$ cat src/rtl/core/aes_pkg.sv
`default_nettype none
// ----------------------------------------------------------------------------
// aes_pkg
// Shared types, constants and GF(2^8) helpers for the AES block engine.
// ----------------------------------------------------------------------------
package aes_pkg;

	localparam int unsigned KeyRegs    = 4;
	localparam int unsigned StoreDepth = 60;
	localparam int unsigned StoreRows  = StoreDepth / 4;
	localparam int unsigned AddrW      = 6;

	// configuration register indexes
	localparam logic [2:0] RegKey0   = 3'd0;
	localparam logic [2:0] RegKey1   = 3'd1;
	localparam logic [2:0] RegKey2   = 3'd2;
	localparam logic [2:0] RegKey3   = 3'd3;
	localparam logic [2:0] RegKeyLen = 3'd4;

	// key length codes
	localparam logic [1:0] Klen128 = 2'd0;
	localparam logic [1:0] Klen192 = 2'd1;
	localparam logic [1:0] Klen256 = 2'd2;

	localparam logic CmdEncrypt = 1'b0;
	localparam logic CmdDecrypt = 1'b1;

	// controller to datapath commands
	typedef enum logic [2:0] {
		DP_NOP,
		DP_KEY_LOAD,   // copy one key word into the store
		DP_KEY_STEP,   // derive one schedule word
		DP_BLK_CAP,    // capture the accepted block
		DP_BLK_LOAD,   // first round key add
		DP_ROUND,      // one full round
		DP_LAST        // final round
	} dp_op_t;

	typedef struct packed {
		dp_op_t           op;
		logic [AddrW-1:0] waddr;    // schedule word being written
		logic [2:0]       kidx;     // key word index for a load
		logic             sub_rot;  // rot + sub + rcon
		logic             sub_only; // sub only (256-bit i%8==4)
		logic             rcon_adv;
		logic             rcon_clr;
		logic [3:0]       rnd;      // round key to fetch
		logic             dec;
	} dp_cmd_t;

	function automatic logic [7:0] xtime(input logic [7:0] x);
		xtime = {x[6:0], 1'b0} ^ (x[7] ? 8'h1b : 8'h00);
	endfunction

	function automatic logic [7:0] sbox(input logic [7:0] x);
		logic [7:0] t [256];
		t = '{
		8'h63,8'h7c,8'h77,8'h7b,8'hf2,8'h6b,8'h6f,8'hc5,8'h30,8'h01,8'h67,8'h2b,8'hfe,8'hd7,8'hab,8'h76,
		8'hca,8'h82,8'hc9,8'h7d,8'hfa,8'h59,8'h47,8'hf0,8'had,8'hd4,8'ha2,8'haf,8'h9c,8'ha4,8'h72,8'hc0,
		8'hb7,8'hfd,8'h93,8'h26,8'h36,8'h3f,8'hf7,8'hcc,8'h34,8'ha5,8'he5,8'hf1,8'h71,8'hd8,8'h31,8'h15,
		8'h04,8'hc7,8'h23,8'hc3,8'h18,8'h96,8'h05,8'h9a,8'h07,8'h12,8'h80,8'he2,8'heb,8'h27,8'hb2,8'h75,
		8'h09,8'h83,8'h2c,8'h1a,8'h1b,8'h6e,8'h5a,8'ha0,8'h52,8'h3b,8'hd6,8'hb3,8'h29,8'he3,8'h2f,8'h84,
		8'h53,8'hd1,8'h00,8'hed,8'h20,8'hfc,8'hb1,8'h5b,8'h6a,8'hcb,8'hbe,8'h39,8'h4a,8'h4c,8'h58,8'hcf,
		8'hd0,8'hef,8'haa,8'hfb,8'h43,8'h4d,8'h33,8'h85,8'h45,8'hf9,8'h02,8'h7f,8'h50,8'h3c,8'h9f,8'ha8,
		8'h51,8'ha3,8'h40,8'h8f,8'h92,8'h9d,8'h38,8'hf5,8'hbc,8'hb6,8'hda,8'h21,8'h10,8'hff,8'hf3,8'hd2,
		8'hcd,8'h0c,8'h13,8'hec,8'h5f,8'h97,8'h44,8'h17,8'hc4,8'ha7,8'h7e,8'h3d,8'h64,8'h5d,8'h19,8'h73,
		8'h60,8'h81,8'h4f,8'hdc,8'h22,8'h2a,8'h90,8'h88,8'h46,8'hee,8'hb8,8'h14,8'hde,8'h5e,8'h0b,8'hdb,
		8'he0,8'h32,8'h3a,8'h0a,8'h49,8'h06,8'h24,8'h5c,8'hc2,8'hd3,8'hac,8'h62,8'h91,8'h95,8'he4,8'h79,
		8'he7,8'hc8,8'h37,8'h6d,8'h8d,8'hd5,8'h4e,8'ha9,8'h6c,8'h56,8'hf4,8'hea,8'h65,8'h7a,8'hae,8'h08,
		8'hba,8'h78,8'h25,8'h2e,8'h1c,8'ha6,8'hb4,8'hc6,8'he8,8'hdd,8'h74,8'h1f,8'h4b,8'hbd,8'h8b,8'h8a,
		8'h70,8'h3e,8'hb5,8'h66,8'h48,8'h03,8'hf6,8'h0e,8'h61,8'h35,8'h57,8'hb9,8'h86,8'hc1,8'h1d,8'h9e,
		8'he1,8'hf8,8'h98,8'h11,8'h69,8'hd9,8'h8e,8'h94,8'h9b,8'h1e,8'h87,8'he9,8'hce,8'h55,8'h28,8'hdf,
		8'h8c,8'ha1,8'h89,8'h0d,8'hbf,8'he6,8'h42,8'h68,8'h41,8'h99,8'h2d,8'h0f,8'hb0,8'h54,8'hbb,8'h16};
		sbox = t[x];
	endfunction

	function automatic logic [7:0] inv_sbox(input logic [7:0] x);
		logic [7:0] t [256];
		t = '{
		8'h52,8'h09,8'h6a,8'hd5,8'h30,8'h36,8'ha5,8'h38,8'hbf,8'h40,8'ha3,8'h9e,8'h81,8'hf3,8'hd7,8'hfb,
		8'h7c,8'he3,8'h39,8'h82,8'h9b,8'h2f,8'hff,8'h87,8'h34,8'h8e,8'h43,8'h44,8'hc4,8'hde,8'he9,8'hcb,
		8'h54,8'h7b,8'h94,8'h32,8'ha6,8'hc2,8'h23,8'h3d,8'hee,8'h4c,8'h95,8'h0b,8'h42,8'hfa,8'hc3,8'h4e,
		8'h08,8'h2e,8'ha1,8'h66,8'h28,8'hd9,8'h24,8'hb2,8'h76,8'h5b,8'ha2,8'h49,8'h6d,8'h8b,8'hd1,8'h25,
		8'h72,8'hf8,8'hf6,8'h64,8'h86,8'h68,8'h98,8'h16,8'hd4,8'ha4,8'h5c,8'hcc,8'h5d,8'h65,8'hb6,8'h92,
		8'h6c,8'h70,8'h48,8'h50,8'hfd,8'hed,8'hb9,8'hda,8'h5e,8'h15,8'h46,8'h57,8'ha7,8'h8d,8'h9d,8'h84,
		8'h90,8'hd8,8'hab,8'h00,8'h8c,8'hbc,8'hd3,8'h0a,8'hf7,8'he4,8'h58,8'h05,8'hb8,8'hb3,8'h45,8'h06,
		8'hd0,8'h2c,8'h1e,8'h8f,8'hca,8'h3f,8'h0f,8'h02,8'hc1,8'haf,8'hbd,8'h03,8'h01,8'h13,8'h8a,8'h6b,
		8'h3a,8'h91,8'h11,8'h41,8'h4f,8'h67,8'hdc,8'hea,8'h97,8'hf2,8'hcf,8'hce,8'hf0,8'hb4,8'he6,8'h73,
		8'h96,8'hac,8'h74,8'h22,8'he7,8'had,8'h35,8'h85,8'he2,8'hf9,8'h37,8'he8,8'h1c,8'h75,8'hdf,8'h6e,
		8'h47,8'hf1,8'h1a,8'h71,8'h1d,8'h29,8'hc5,8'h89,8'h6f,8'hb7,8'h62,8'h0e,8'haa,8'h18,8'hbe,8'h1b,
		8'hfc,8'h56,8'h3e,8'h4b,8'hc6,8'hd2,8'h79,8'h20,8'h9a,8'hdb,8'hc0,8'hfe,8'h78,8'hcd,8'h5a,8'hf4,
		8'h1f,8'hdd,8'ha8,8'h33,8'h88,8'h07,8'hc7,8'h31,8'hb1,8'h12,8'h10,8'h59,8'h27,8'h80,8'hec,8'h5f,
		8'h60,8'h51,8'h7f,8'ha9,8'h19,8'hb5,8'h4a,8'h0d,8'h2d,8'he5,8'h7a,8'h9f,8'h93,8'hc9,8'h9c,8'hef,
		8'ha0,8'he0,8'h3b,8'h4d,8'hae,8'h2a,8'hf5,8'hb0,8'hc8,8'heb,8'hbb,8'h3c,8'h83,8'h53,8'h99,8'h61,
		8'h17,8'h2b,8'h04,8'h7e,8'hba,8'h77,8'hd6,8'h26,8'he1,8'h69,8'h14,8'h63,8'h55,8'h21,8'h0c,8'h7d};
		inv_sbox = t[x];
	endfunction

endpackage

`default_nettype wire

$ cat src/rtl/core/aes_ctrl.sv
`default_nettype none
// ----------------------------------------------------------------------------
// aes_ctrl
// Sequencer: expands the schedule when stale, then runs the rounds.
// ----------------------------------------------------------------------------
module aes_ctrl (
	input  wire               clk,
	input  wire               arst_n,
	input  wire               start,
	input  wire               dec,
	input  wire               cfg_hit,
	input  wire [1:0]         key_len,
	output logic              busy,
	output logic              done,
	output aes_pkg::dp_cmd_t  cmd
);

	typedef enum logic [1:0] {S_IDLE, S_EXPAND, S_LOAD, S_RUN} state_t;

	state_t    state_q;
	logic      ready_q, dec_q, done_q;
	logic [5:0] addr_q;
	logic [2:0] mod_q;   // addr modulo nk
	logic [3:0] rnd_q;
	logic [5:0] nk, total;
	logic [3:0] nr;

	assign nk = (key_len == aes_pkg::Klen128) ? 6'd4 : (key_len == aes_pkg::Klen192) ? 6'd6 : 6'd8;
	assign total = (key_len == aes_pkg::Klen128) ? 6'd44
		: (key_len == aes_pkg::Klen192) ? 6'd52 : 6'd60;
	assign nr = 4'(nk) + 4'd6;
	assign busy = (state_q != S_IDLE);
	assign done = done_q;

	// issue datapath commands
	always_comb begin
		cmd = '0;
		cmd.op = aes_pkg::DP_NOP;
		cmd.dec = dec_q;
		cmd.waddr = addr_q;
		cmd.kidx = addr_q[2:0];
		cmd.rnd = rnd_q;
		case (state_q)
			S_IDLE: begin
				cmd.rcon_clr = 1'b1;
				if (start) cmd.op = aes_pkg::DP_BLK_CAP;
			end
			S_EXPAND: begin
				if (addr_q < nk) cmd.op = aes_pkg::DP_KEY_LOAD;
				else begin
					cmd.op = aes_pkg::DP_KEY_STEP;
					cmd.sub_rot = (mod_q == 3'd0);
					cmd.rcon_adv = (mod_q == 3'd0);
					cmd.sub_only = (nk == 6'd8) && (mod_q == 3'd4);
				end
			end
			S_LOAD: cmd.op = aes_pkg::DP_BLK_LOAD;
			S_RUN: cmd.op = ((dec_q && rnd_q == 4'd0) || (!dec_q && rnd_q == nr))
				? aes_pkg::DP_LAST : aes_pkg::DP_ROUND;
			default: ;
		endcase
	end

	// sequence one block
	always_ff @(posedge clk or negedge arst_n) begin
		if (!arst_n) begin
			state_q <= S_IDLE;
			ready_q <= 1'b0;
			dec_q   <= 1'b0;
			done_q  <= 1'b0;
			addr_q  <= '0;
			mod_q   <= '0;
			rnd_q   <= '0;
		end else begin
			done_q <= (state_q == S_RUN) && (cmd.op == aes_pkg::DP_LAST);
			if (cfg_hit) ready_q <= 1'b0;
			else if (state_q == S_EXPAND && addr_q + 6'd1 == total) ready_q <= 1'b1;
			case (state_q)
				S_IDLE: if (start) begin
					dec_q  <= dec;
					addr_q <= '0;
					mod_q  <= '0;
					rnd_q  <= dec ? nr : 4'd0;
					state_q <= ready_q ? S_LOAD : S_EXPAND;
				end
				S_EXPAND: begin
					addr_q <= addr_q + 6'd1;
					mod_q  <= (6'(mod_q) + 6'd1 == nk) ? 3'd0 : mod_q + 3'd1;
					if (addr_q + 6'd1 == total) state_q <= S_LOAD;
				end
				S_LOAD: begin
					rnd_q <= dec_q ? rnd_q - 4'd1 : rnd_q + 4'd1;
					state_q <= S_RUN;
				end
				S_RUN: begin
					rnd_q <= dec_q ? rnd_q - 4'd1 : rnd_q + 4'd1;
					if (cmd.op == aes_pkg::DP_LAST) state_q <= S_IDLE;
				end
				default: state_q <= S_IDLE;
			endcase
		end
	end

endmodule

`default_nettype wire

$ cat config.mk
export PLATFORM = sky130hd
export DESIGN_NAME = aes_ctrl
export DESIGN_NICKNAME = d
export VERILOG_FILES = /design/src/rtl/core/aes_pkg.sv /design/src/rtl/core/aes_ctrl.sv
export SDC_FILE = /design/constraint.sdc
export NUM_CORES = 1
export LEC_CHECK = 0
export ABC_CLOCK_PERIOD_IN_PS = 4870
export BUFFER_PORTS_ARGS = -buffer_cell sky130_fd_sc_hd__buf_2
export CAP_MARGIN = 10
export CORE_MARGIN = 4
export CORE_UTILIZATION = 55
export CTS_CLUSTER_SIZE = 24
export DETAILED_ROUTE_END_ITERATION = 8
export HOLD_SLACK_MARGIN = 0.12
export PLACE_DENSITY = 0.89
export SYNTH_ARGS = -nofsm -noshare
export SYNTH_HDL_FRONTEND = slang
export SYNTH_SLANG_ARGS = --single-unit
$ cat constraint.sdc
create_clock -name clk -period 4.87 [get_ports clk]
set_clock_uncertainty 0.05 [all_clocks]
set_input_delay 0.487 -clock clk [delete_from_list [all_inputs] [get_ports clk]]
set_output_delay 0.487 -clock clk [all_outputs]
set_load 0.05 [all_outputs]
==> metrics.md <==
| Metric | Value |
|---|---|
| VDD IR max | 0.586 mV |
| Width of the die | 59.4 µm |
| DR pass1 iterations | 4 |
| Post-Layout Cell Count | 219 |
| Clock share of power | 8.5% |
| Synthesized Nets | 184 |
| Flop pwr share | 24.2% |
| TritonCTS clock tree | done |
| Post-synth EDFFs | 0 |
| RSZ-0062 raised after global routing | false |
| Initial Utilization | 58.1% |
| Number of vias in the routed layout | 1333 |
| Launch point of the worst path | rnd_q[2] |
| CORE AREA | 0.00250 mm² |
| Number of global-route vias before repair | 1227 |
| # DRC | 0 |
| Peak Freq | 357 MHz |
| Worst setup margin | 2.07 ns |
| Synth-to-Final Area Change | 11.3% |
| Final wirelength | roughly 3400 µm |
| WP data arrival | 2.26 ns |
| Clk sinks | 18 |
| Ports | 30 |
| Main synth FF type | dfrtp_1 |
| Vias per Instance | 6.09 |
| Largest net degree at the start of global routing | 19 |
| Die Footprint | 0.00352 mm² |
| Setup crit end kind | output port |
| Crit start category | flip-flop |
| H-tree levels | 1 |
| IO Port Bufs | 29 |
| Avg Cell Area, Syn | 8.85 µm² |
| Maxcap violations | 0 |
| Hold_sp | cfg_hit |
| Fin Setup TNS | 0 ns |
| Maximum fanout along the worst path | 7 |
| Top cell type's share of synthesized area | 31.0% |
| Final Hold Fails | 0 |
| Pre-CTS setup slack | around 2.2 ns |
| Later-pin clock latency in the skew report | 0.31 ns |
| Initial antenna violation count | 0 |
| CTS Buffer Depth | 2 |
| Total track usage | 21.1% |
| Core Rows | 18 |
| Global-route wire length before repair | 5590 µm |
| Final Cycle Share | a little under three fifths |
| Sw power | around 0.67 mW |
| Total power | roughly 1.2 mW |
| Seq cells post-synth | 18 |
| Layout cell share with drive strength beyond 1 | 21.7% |
| ANT nets after route | 0 |
| 1st-iter DRT viols | 66 |
| Pint | 0.498 mW |
| Routed wire per std cell | 15.6 µm |
| Hold Crit Class | primary input to flip-flop |
| Synth cell count leaders | 18 x dfrtp_1, 14 x nor2_1, 14 x o21ai_0 |
| Synth Instances | 164 |
| Finish-stage setup viols | 0 |
| Relative slew slack | 59.3% |
| Final net count | 210 |
| Status | finished clean |
| Minimum clock period | between 2 and 3 ns |
| CTS root buffer | clkbuf_4 |
| Post-DP HPWL | 2590 µm |
| Total global routing overflow | 0 |
| Reg clk slew, reported paths | 0.11 ns |
| Fill count | approximately 230 |
| Dpl cells | 214 |
| CP required | 4.33 ns |
| Post-synth cell types | 48 |
| Synth area leaders | dfrtp_1 31%, ha_1 10%, o21ai_0 4.8% |
| Height of the die | 59.4 µm |
| Number of diodes | 0 |
| Slew @ Worst Pin | 0.607 ns |
| Worst r2r src | state_q[0] |
| Yosys top cell by area | dfrtp_1 |
| Comb power frac | 67.4% |
| Post-CTS sizing | 0 |
| Post-synth ARST share | between 90% and 100% |
| Sw Ratio | a little under three fifths |
| PwrDens | roughly 700 mW/mm² |
| Sequential share of the synthesized area | 31.0% |
| Final GP Congestion | 0.889 |
| Finished Core Util | 64.6% |
| Most frequent cell after synthesis | dfrtp_1 |
| Leakage | 0.768 nW |
| CTS Buf Count | 3 |
| Warnings, synthesis | 0 |
| Synth Cell Area | 0.00145 mm² |
| CP Class | flip-flop to output port |
| Final Max Tran Viols | 0 |
-- worst max-delay path, stage by stage, from the launching register on --
cell,delay [ns]
dfrtp_1,0.46
nor4b_1,0.47
o311ai_0,0.25
a21o_2,0.25
a221oi_1,0.24
nor2_1,0.06
buf_2,0.22
-- placed cells by master (no fill, tap or decap), drive strengths merged, types with 4 or more instances in the layout --
master / Yosys / layout
buf: 8 / 29
ha: 12 / 12
xor2: 4 / 4
o211ai: 4 / 4
o21ai: 16 / 16
nand2: 10 / 10
a21oi: 7 / 7
nand3: 5 / 5
nor2: 14 / 14
clkbuf: 1 / 4
a211oi: 4 / 4
inv: 14 / 14
dfrtp: 18 / 18
-- routing by layer --
metal	GRT usage, %	share of wire (%)	vias up
li1	-	-	652
met1	27.1	44	642
met2	33.7	49	34
met3	5.01	5.9	5
met4	9.06	1.6	0
met5	0	0	-
-- kinds of logic (layout without fill, tap and decap cells) --
| kind of cell | count (synthesis) | count (layout) | share of synthesized area, % |
|---|---|---|---|
| AOI/OAI and AO/OA | 53 | 53 | 25.5 |
| and+or+nand+nor | 47 | 47 | 17.2 |
| buffers and inverters | 23 | 48 | 8.10 |
| DFF | 18 | 18 | 31.0 |
| adders and majority gates | 13 | 13 | 11.7 |
| xor gates and xnor gates | 7 | 7 | 4.22 |
| muxes | 3 | 3 | 2.24 |
-- path summary, 6_finish.rpt --
kind	slack, ns	endpoint	cells past startpoint
min in group asynchronous	0.57	rnd_q[0]	2
max in group asynchronous	3.89	rnd_q[2]	2
worst min-delay path	0.26	ready_q	2
worst max register to register	2.72	addr_q[3]	6
worst min register to register	0.49	ready_q	2
worst max-delay path	2.07	cmd[18]	6
-- final cells by class --
class / count / area (µm²) / area share (%)
inverters: 14 / 52.6 / 3.25
flip-flops and latches: 18 / 450 / 27.9
clock buffers: 4 / 36.3 / 2.25
well taps: 30 / 37.5 / 2.32
multi-input cells: 123 / 883 / 54.7
repair buffers: 30 / 155 / 9.60
-- power groups by stage --
| stage | Combinational, mW | Sequential [mW] | Clock, mW |
|---|---|---|---|
| finish | 0.784 | 0.281 | 0.0984 |
| global route | 0.858 | 0.293 | 0.105 |
| CTS | 0.786 | 0.280 | 0.0996 |
| detailed placement | 0.783 | 0.283 | 0 |
| global placement | 0.762 | 0.279 | 0 |
| floorplan | 0.561 | 0.350 | 0 |
-- sequential cells by signal, indices dropped and copies added (netlist names) --
signal / count
addr_q: 6
ready_q: 1
rnd_q: 4
dec_q: 1
done: 1
mod_q: 3
state_q: 2
-- metrics by stage --
stage          hold WS [ns]  area [µm²]
3_5_place_dp          0.398        1570
3_3_place_gp          0.391        1570
6_report              0.259        1620
5_1_grt               0.262        1620
4_1_cts               0.252        1620
2_1_floorplan         0.141        1450
-- what timing repair did --
item                                   CTS  global route
endpoints found under the hold margin   18             0
hold buffers                             1             0
buffers inserted                         0             0
(Power assumes the default switching activity.)
